$ cat config.mk
export PLATFORM = sky130hd
export DESIGN_NAME = two_level_priority_queue
export DESIGN_NICKNAME = d
export VERILOG_FILES = /design/src/hdl/tlpq_pkg.sv /design/src/hdl/two_level_priority_queue.sv
export SDC_FILE = /design/constraint.sdc
export NUM_CORES = 1
export LEC_CHECK = 0
export ABC_AREA = 1
export BUFFER_PORTS_ARGS = -buffer_cell sky130_fd_sc_hd__buf_2
export CAP_MARGIN = 20
export CORE_UTILIZATION = 50
export DETAILED_ROUTE_END_ITERATION = 8
export GPL_TIMING_DRIVEN = 0
export PLACE_DENSITY = 0.68
export SLEW_MARGIN = 20
export SYNTH_ARGS = -nofsm -noshare
export SYNTH_HDL_FRONTEND = slang
export SYNTH_SLANG_ARGS = --single-unit
$ cat constraint.sdc
create_clock -name i_clk -period 4.74 [get_ports i_clk]
set_input_delay 0.948 -clock i_clk [delete_from_list [all_inputs] [get_ports i_clk]]
set_output_delay 0.948 -clock i_clk [all_outputs]
set_load 0.05 [all_outputs]
$ cat src/hdl/tlpq_pkg.sv
// shared types, codes and defaults of the two-level priority queue
package tlpq_pkg;

    // default geometry
    localparam int DEF_DEPTH      = 16;
    localparam int DEF_DATA_WIDTH = 32;

    // port field widths
    localparam int ELEM_W   = 32;
    localparam int OP_W     = 2;
    localparam int STATUS_W = 2;
    localparam int OUT_USER_W = 4;

    // operation codes carried in the input tuser
    typedef enum logic [OP_W-1:0] {
        OP_PUSH_LO = 2'd0,
        OP_PUSH_HI = 2'd1,
        OP_POP     = 2'd2,
        OP_CLEAR   = 2'd3
    } t_op;

    // result status codes
    typedef enum logic [STATUS_W-1:0] {
        ST_OK        = 2'd0,
        ST_POP_EMPTY = 2'd1,
        ST_PUSH_FULL = 2'd2
    } t_status;

    // output tuser bit positions
    localparam int UB_VALID  = 0;
    localparam int UB_STAT_L = 1;
    localparam int UB_STAT_H = 2;
    localparam int UB_EMPTY  = 3;

endpackage

$ cat src/hdl/two_level_priority_queue.sv
// two-class strict priority queue built on two synchronous ring memories
//
// Usage:
//   Input stream (s side): each word is one operation. tuser carries the
//   operation (push low, push high, pop, clear), tdata the element that a
//   push stores. Output stream (m side): exactly one result word per input
//   word, in order. tdata is the popped element (zero unless a pop
//   succeeded), tuser holds popped_valid, status and queue_empty.
//   Pops return the oldest high-class entry, else the oldest low-class one.
//   Throughput: one operation per cycle while the receiver keeps up. The
//   result is presented on the cycle after the input is accepted, set by
//   the registered read of the class memory that a pop addresses.
//   The result sits in one output register; the input is taken whenever
//   that register is empty or being drained in the same cycle, so a stalled
//   receiver holds the result steady and back-pressures the input.
//   Reset holds s_tready low and clears the indices, fill counts and output
//   valid flag; memory contents are not cleared and need no clearing pass,
//   since only entries covered by a count are ever read.
//   A push to a full class is dropped with status push-full; a pop on an
//   empty queue returns status pop-empty. Clear empties both classes.
module two_level_priority_queue
    import tlpq_pkg::*;
#(
    parameter int DEPTH      = DEF_DEPTH,
    parameter int DATA_WIDTH = DEF_DATA_WIDTH
) (
    input  logic                  i_clk,
    input  logic                  i_rst_n,
    input  logic                  i_s_tvalid,
    output logic                  o_s_tready,
    input  logic [ELEM_W-1:0]     i_s_tdata,   // [31:0] element
    input  logic [OP_W-1:0]       i_s_tuser,   // [1:0] operation
    output logic                  o_m_tvalid,
    input  logic                  i_m_tready,
    output logic [ELEM_W-1:0]     o_m_tdata,   // [31:0] popped_element
    output logic [OUT_USER_W-1:0] o_m_tuser    // [0] popped_valid, [2:1] status, [3] queue_empty
);

    localparam int IDX_W = (DEPTH > 1) ? $clog2(DEPTH) : 1;
    localparam int CNT_W = $clog2(DEPTH + 1);
    localparam logic [IDX_W-1:0] LAST_IDX = IDX_W'(DEPTH - 1);
    localparam logic [CNT_W-1:0] FULL_CNT = CNT_W'(DEPTH);

    // class memories
    logic [DATA_WIDTH-1:0] r_hi_mem [DEPTH];
    logic [DATA_WIDTH-1:0] r_lo_mem [DEPTH];
    logic [DATA_WIDTH-1:0] r_hi_rdata;
    logic [DATA_WIDTH-1:0] r_lo_rdata;

    // ring pointers and fill counts
    logic [IDX_W-1:0] r_hi_rd, n_hi_rd, r_hi_wr, n_hi_wr;
    logic [IDX_W-1:0] r_lo_rd, n_lo_rd, r_lo_wr, n_lo_wr;
    logic [CNT_W-1:0] r_hi_cnt, n_hi_cnt, r_lo_cnt, n_lo_cnt;

    // output register
    logic    r_out_valid;
    logic    r_pop_valid, n_pop_valid;
    logic    r_pop_hi, n_pop_hi;
    t_status r_status, n_status;
    logic    r_empty, n_empty;

    logic                  w_in_acc;
    logic                  w_hi_we, w_lo_we, w_hi_re, w_lo_re;
    t_op                   w_op;
    logic [DATA_WIDTH-1:0] w_wdata;
    logic [DATA_WIDTH-1:0] w_rsel;
    logic [ELEM_W-1:0]     w_pop_word;

    assign o_s_tready = i_rst_n && (!r_out_valid || i_m_tready);
    assign w_in_acc   = i_s_tvalid && o_s_tready;
    assign w_op       = t_op'(i_s_tuser);

    // element width adaptation between port and memory
    generate
        if (DATA_WIDTH >= ELEM_W) begin : g_wide
            assign w_wdata    = DATA_WIDTH'(i_s_tdata);
            assign w_pop_word = w_rsel[ELEM_W-1:0];
        end else begin : g_narrow
            assign w_wdata    = i_s_tdata[DATA_WIDTH-1:0];
            assign w_pop_word = ELEM_W'(w_rsel);
        end
    endgenerate

    // operation decode and pointer update
    always_comb begin
        n_hi_rd     = r_hi_rd;
        n_hi_wr     = r_hi_wr;
        n_hi_cnt    = r_hi_cnt;
        n_lo_rd     = r_lo_rd;
        n_lo_wr     = r_lo_wr;
        n_lo_cnt    = r_lo_cnt;
        n_pop_valid = 1'b0;
        n_pop_hi    = 1'b0;
        n_status    = ST_OK;
        w_hi_we     = 1'b0;
        w_lo_we     = 1'b0;
        w_hi_re     = 1'b0;
        w_lo_re     = 1'b0;
        case (w_op)
            OP_PUSH_LO: begin
                if (r_lo_cnt == FULL_CNT) begin
                    n_status = ST_PUSH_FULL;
                end else begin
                    w_lo_we  = w_in_acc;
                    n_lo_wr  = (r_lo_wr == LAST_IDX) ? '0 : r_lo_wr + 1'b1;
                    n_lo_cnt = r_lo_cnt + 1'b1;
                end
            end
            OP_PUSH_HI: begin
                if (r_hi_cnt == FULL_CNT) begin
                    n_status = ST_PUSH_FULL;
                end else begin
                    w_hi_we  = w_in_acc;
                    n_hi_wr  = (r_hi_wr == LAST_IDX) ? '0 : r_hi_wr + 1'b1;
                    n_hi_cnt = r_hi_cnt + 1'b1;
                end
            end
            OP_POP: begin
                if (r_hi_cnt != '0) begin
                    w_hi_re     = w_in_acc;
                    n_pop_valid = 1'b1;
                    n_pop_hi    = 1'b1;
                    n_hi_rd     = (r_hi_rd == LAST_IDX) ? '0 : r_hi_rd + 1'b1;
                    n_hi_cnt    = r_hi_cnt - 1'b1;
                end else if (r_lo_cnt != '0) begin
                    w_lo_re     = w_in_acc;
                    n_pop_valid = 1'b1;
                    n_lo_rd     = (r_lo_rd == LAST_IDX) ? '0 : r_lo_rd + 1'b1;
                    n_lo_cnt    = r_lo_cnt - 1'b1;
                end else begin
                    n_status = ST_POP_EMPTY;
                end
            end
            OP_CLEAR: begin
                n_hi_rd  = '0;
                n_hi_wr  = '0;
                n_hi_cnt = '0;
                n_lo_rd  = '0;
                n_lo_wr  = '0;
                n_lo_cnt = '0;
            end
            default: begin
                n_status = ST_OK;
            end
        endcase
        n_empty = (n_hi_cnt == '0) && (n_lo_cnt == '0);
    end

    // high class memory: write on push, registered read on pop
    always_ff @(posedge i_clk) begin
        if (w_hi_we) begin
            r_hi_mem[r_hi_wr] <= w_wdata;
        end
        if (w_hi_re) begin
            r_hi_rdata <= r_hi_mem[r_hi_rd];
        end
    end

    // low class memory: write on push, registered read on pop
    always_ff @(posedge i_clk) begin
        if (w_lo_we) begin
            r_lo_mem[r_lo_wr] <= w_wdata;
        end
        if (w_lo_re) begin
            r_lo_rdata <= r_lo_mem[r_lo_rd];
        end
    end

    // pointers, counts and output valid
    always_ff @(posedge i_clk) begin
        if (!i_rst_n) begin
            r_hi_rd     <= '0;
            r_hi_wr     <= '0;
            r_hi_cnt    <= '0;
            r_lo_rd     <= '0;
            r_lo_wr     <= '0;
            r_lo_cnt    <= '0;
            r_out_valid <= 1'b0;
        end else begin
            if (w_in_acc) begin
                r_hi_rd     <= n_hi_rd;
                r_hi_wr     <= n_hi_wr;
                r_hi_cnt    <= n_hi_cnt;
                r_lo_rd     <= n_lo_rd;
                r_lo_wr     <= n_lo_wr;
                r_lo_cnt    <= n_lo_cnt;
                r_out_valid <= 1'b1;
            end else if (i_m_tready) begin
                r_out_valid <= 1'b0;
            end
        end
    end

    // result payload
    always_ff @(posedge i_clk) begin
        if (w_in_acc) begin
            r_pop_valid <= n_pop_valid;
            r_pop_hi    <= n_pop_hi;
            r_status    <= n_status;
            r_empty     <= n_empty;
        end
    end

    // output word
    assign w_rsel     = r_pop_hi ? r_hi_rdata : r_lo_rdata;
    assign o_m_tvalid = r_out_valid;
    assign o_m_tdata  = r_pop_valid ? w_pop_word : '0;
    assign o_m_tuser  = {r_empty, r_status, r_pop_valid};

endmodule

==> impl_metrics.json <==
{
  "outcome": "complete, no violations",
  "yosysUniqueCellTypes": 44,
  "avgSynthCellArea_um2": 13.9,
  "ys_warn_count": 0,
  "synth_seq_cells": 1120,
  "hold_path_class": "register to register",
  "critPathKind": "register to primary output",
  "final_layout_size_suffix_gt1_share_pct": 12.2,
  "startpoint": "r_pop_hi",
  "drt_iter0_markers": 3960,
  "p_total_uw": 20600,
  "synth-edff-count": 1093,
  "tritoncts": "yes",
  "final_cell_mix": "1,093 x edfxtp_1, 638 x nor2_1, 388 x o21ai_0, 163 x nand2_1, 143 x clkbuf_1",
  "p_per_area_nw_per_um2": 404,
  "syn2layout_area_growth_pct": 14.9,
  "syn_nets": 3257,
  "core.rowCount": 108,
  "ios": 76,
  "power.leakage_uw": 0.0163,
  "root_buffer": "clkbuf_16",
  "worst-slew-pin-transition_ns": 1.08,
  "h-tree-depth": 3,
  "critPathRequiredTime_ns": 3.79,
  "ant_nets": 0,
  "cp_cell_sequence": "inv_1, clkbuf_1, nor2_1, nor2_1, buf_2",
  "path_buf_inv": 3,
  "die_h_um": 300,
  "numCtsBuffers": 110,
  "syn_area_um2": 44400,
  "grt_max_degree": 33,
  "post_cts_buffers": 0,
  "nNetsFinal": 3491,
  "die_area_um2": 90000,
  "fin_crit_sh_pct": 83.0,
  "overflow": 0,
  "routed_wl_mm": 130,
  "drcViolationCount": 0,
  "switchingPower_uw": 4600,
  "maxCapViolations": 0,
  "cts.sinks": 1120,
  "ys.flop_type": "edfxtp_1",
  "fillerInstances": 6683,
  "hold_slack_ns": 0.530,
  "setup_viol": 0,
  "drt_pass1_iterations": 7,
  "ctsHoldBuffers": 0,
  "p_clk_share_pct": 41.9,
  "drv_slew": 0,
  "setup_tns_ns": 0,
  "grt_pass1_wl_mm": 186,
  "period_needed_ns": 3.93,
  "cp_data_arrival_time_ns": 2.99,
  "combinationalPowerShare_pct": 5.2,
  "grt_pass1_vias": 27400,
  "end_kind": "primary output",
  "timing.critical_path.mode_cell": "nor2_1",
  "crit_path_start_kind": "register",
  "pwr-share-seq_pct": 52.9,
  "path_delay_family": "buffers and inverters",
  "hold_start": "o_m_tvalid",
  "vias": 28800,
  "sw_frac_of_total_pct": 22.3,
  "antenna_found_initial": 3,
  "critPathMaxStageDelay_ns": 0.58,
  "initial_core_util_pct": 50.8,
  "ctsResizeCount": 0,
  "r2r_start": "r_hi_cnt[0]",
  "postSynthCellCount": 3205,
  "intPower_uw": 16000,
  "ir_worst_vdd_mv": 0.363,
  "max-slew-margin-rel_pct": 28.0,
  "place_congestion": 0.916,
  "grt_util_all_layers_pct": 28.8,
  "final_hold_viol_count": 0,
  "cts_buffer_depth": 3,
  "clock.fmax_ghz": 0.254,
  "layout_commonest_cell": "edfxtp_1",
  "avgRoutedWirePerCell_um": 27.7,
  "synth_async_sr_flop_share_pct": 0,
  "rsz0062_at_grt": "no",
  "cp_max_fo": 10,
  "clk_pin_slew_worst_paths_ns": 0.06,
  "routed_via_density": 6.14,
  "hpwl_mm": 85.6,
  "worst_skew_pair.late_latency_ns": 0.69,
  "io_buffer_count": 74,
  "die_w_um": 300,
  "core_um2": 87400,
  "synth-seq-area-share_pct": 75.1,
  "slowest_stage": "edfxtp_1",
  "fin_skew_ns": 0.0254
}
-- path summary, 6_finish.rpt --
path                                          to  slack [ns]  depth (start not counted)
worst min register to register        o_m_tvalid        0.53                          2
worst max-delay path                o_m_tdata[4]        0.81                          5
worst max register to register  r_hi_mem[11][12]        1.56                          9
worst min-delay path                  o_m_tvalid        0.53                          2
-- kinds of logic after synthesis --
group | after synthesis | share of synthesized area, %
muxes | 111 | 2.50
adders and majority gates | 14 | 0.394
DFF | 1120 | 75.1
and+or+nand+nor | 1013 | 9.40
xor gates and xnor gates | 5 | 0.0986
buffers and inverters | 261 | 2.77
AOI/OAI and AO/OA | 681 | 9.74
-- layer usage --
metal | vias up | GRT usage (%) | routed length (um)
met2 | 1731 | 44.4 | 59700
met4 | 2 | 14.7 | 6960
li1 | 12500 | - | -
met3 | 294 | 4.92 | 13600
met1 | 14200 | 39.6 | 49500
met5 | - | 0 | 13
-- sequential cells by signal, summed over array words and instances, names as in the netlist, 2 cells and up --
signal	flops
r_lo_wr	4
r_lo_rdata	32
r_lo_cnt	5
r_hi_rdata	32
r_status	2
r_hi_wr	4
r_hi_cnt	5
r_lo_rd	4
r_lo_mem	512
r_hi_rd	4
r_hi_mem	512
-- cells in the mapped netlist (2+ instances only) --
cell type  number  area, um2
a21oi_1        11       55.1
a31oi_1         3       18.8
buf_1           9       33.8
buf_2          45        225
buf_4          16        120
buf_6          17        191
clkbuf_1      125        469
clkinv_1        2       7.51
dfxtp_1        27        541
edfxtp_1     1093      32800
ha_1           14        175
inv_1          36        135
inv_2           9       33.8
mux2i_1       111       1110
nand2_1       163        612
nand2_2         8       50.1
nand2_4         2       22.5
nand3_1       130        651
nand4_1         5       31.3
nor2_1        668       2510
nor2_2          3       18.8
nor2_4          6       67.6
nor3_1         17       85.1
nor3b_1         2       15.0
nor3b_2         3       37.5
o211ai_1       76        571
o21ai_0       388       1940
o21ai_1         8       40.0
o221ai_1      113        990
o22ai_1         2       12.5
o31ai_1         3       22.5
o32ai_1        75        657
xor2_1          4       35.0
-- through the flow --
stage / cell area (um2) / util, % / cells / setup WS (ns)
2_1_floorplan: 44400 / - / 3205 / 0.378
3_3_place_gp: 46200 / 52.9 / 4434 / -1.86
3_5_place_dp: 47500 / 54.3 / 4482 / 1.01
4_1_cts: 51000 / 58.4 / 4685 / 0.771
5_1_grt: 51000 / 58.4 / 4685 / 0.688
6_report: 51000 / 58.4 / 4686 / 0.807
-- cell type report --
cell class,instances,area [um2],share of cell area [%]
sequential,1120,33400,65.4
multi-input combinational,1824,10100,19.7
clock buffer,129,2850,5.57
tap,1155,1450,2.83
timing repair buffer,122,1380,2.70
buffer,213,1040,2.05
clock inverter,74,701,1.37
inverter,48,185,0.363
antenna,1,2.50,0.00490
-- power groups by stage --
| stage | Clock [uW] | Combinational (uW) | Sequential, uW |
|---|---|---|---|
| 6_report | 8650 | 1070 | 10900 |
| 5_1_grt | 9010 | 1130 | 10900 |
| 4_1_cts | 8680 | 1050 | 10900 |
| 3_5_place_dp | 0 | 1050 | 11100 |
| 3_3_place_gp | 0 | 1020 | 11100 |
| 2_1_floorplan | 0 | 550 | 11100 |
-- worst register-to-register path, delay by kind of cell, from the launching register on --
family,cells,cell delay [ns]
AND/OR/NAND/NOR,4,1.27
buffers and inverters,4,0.91
flip-flops,1,0.39
adder cells (fa/ha/maj),1,0.32
(Power assumes the default switching activity.)
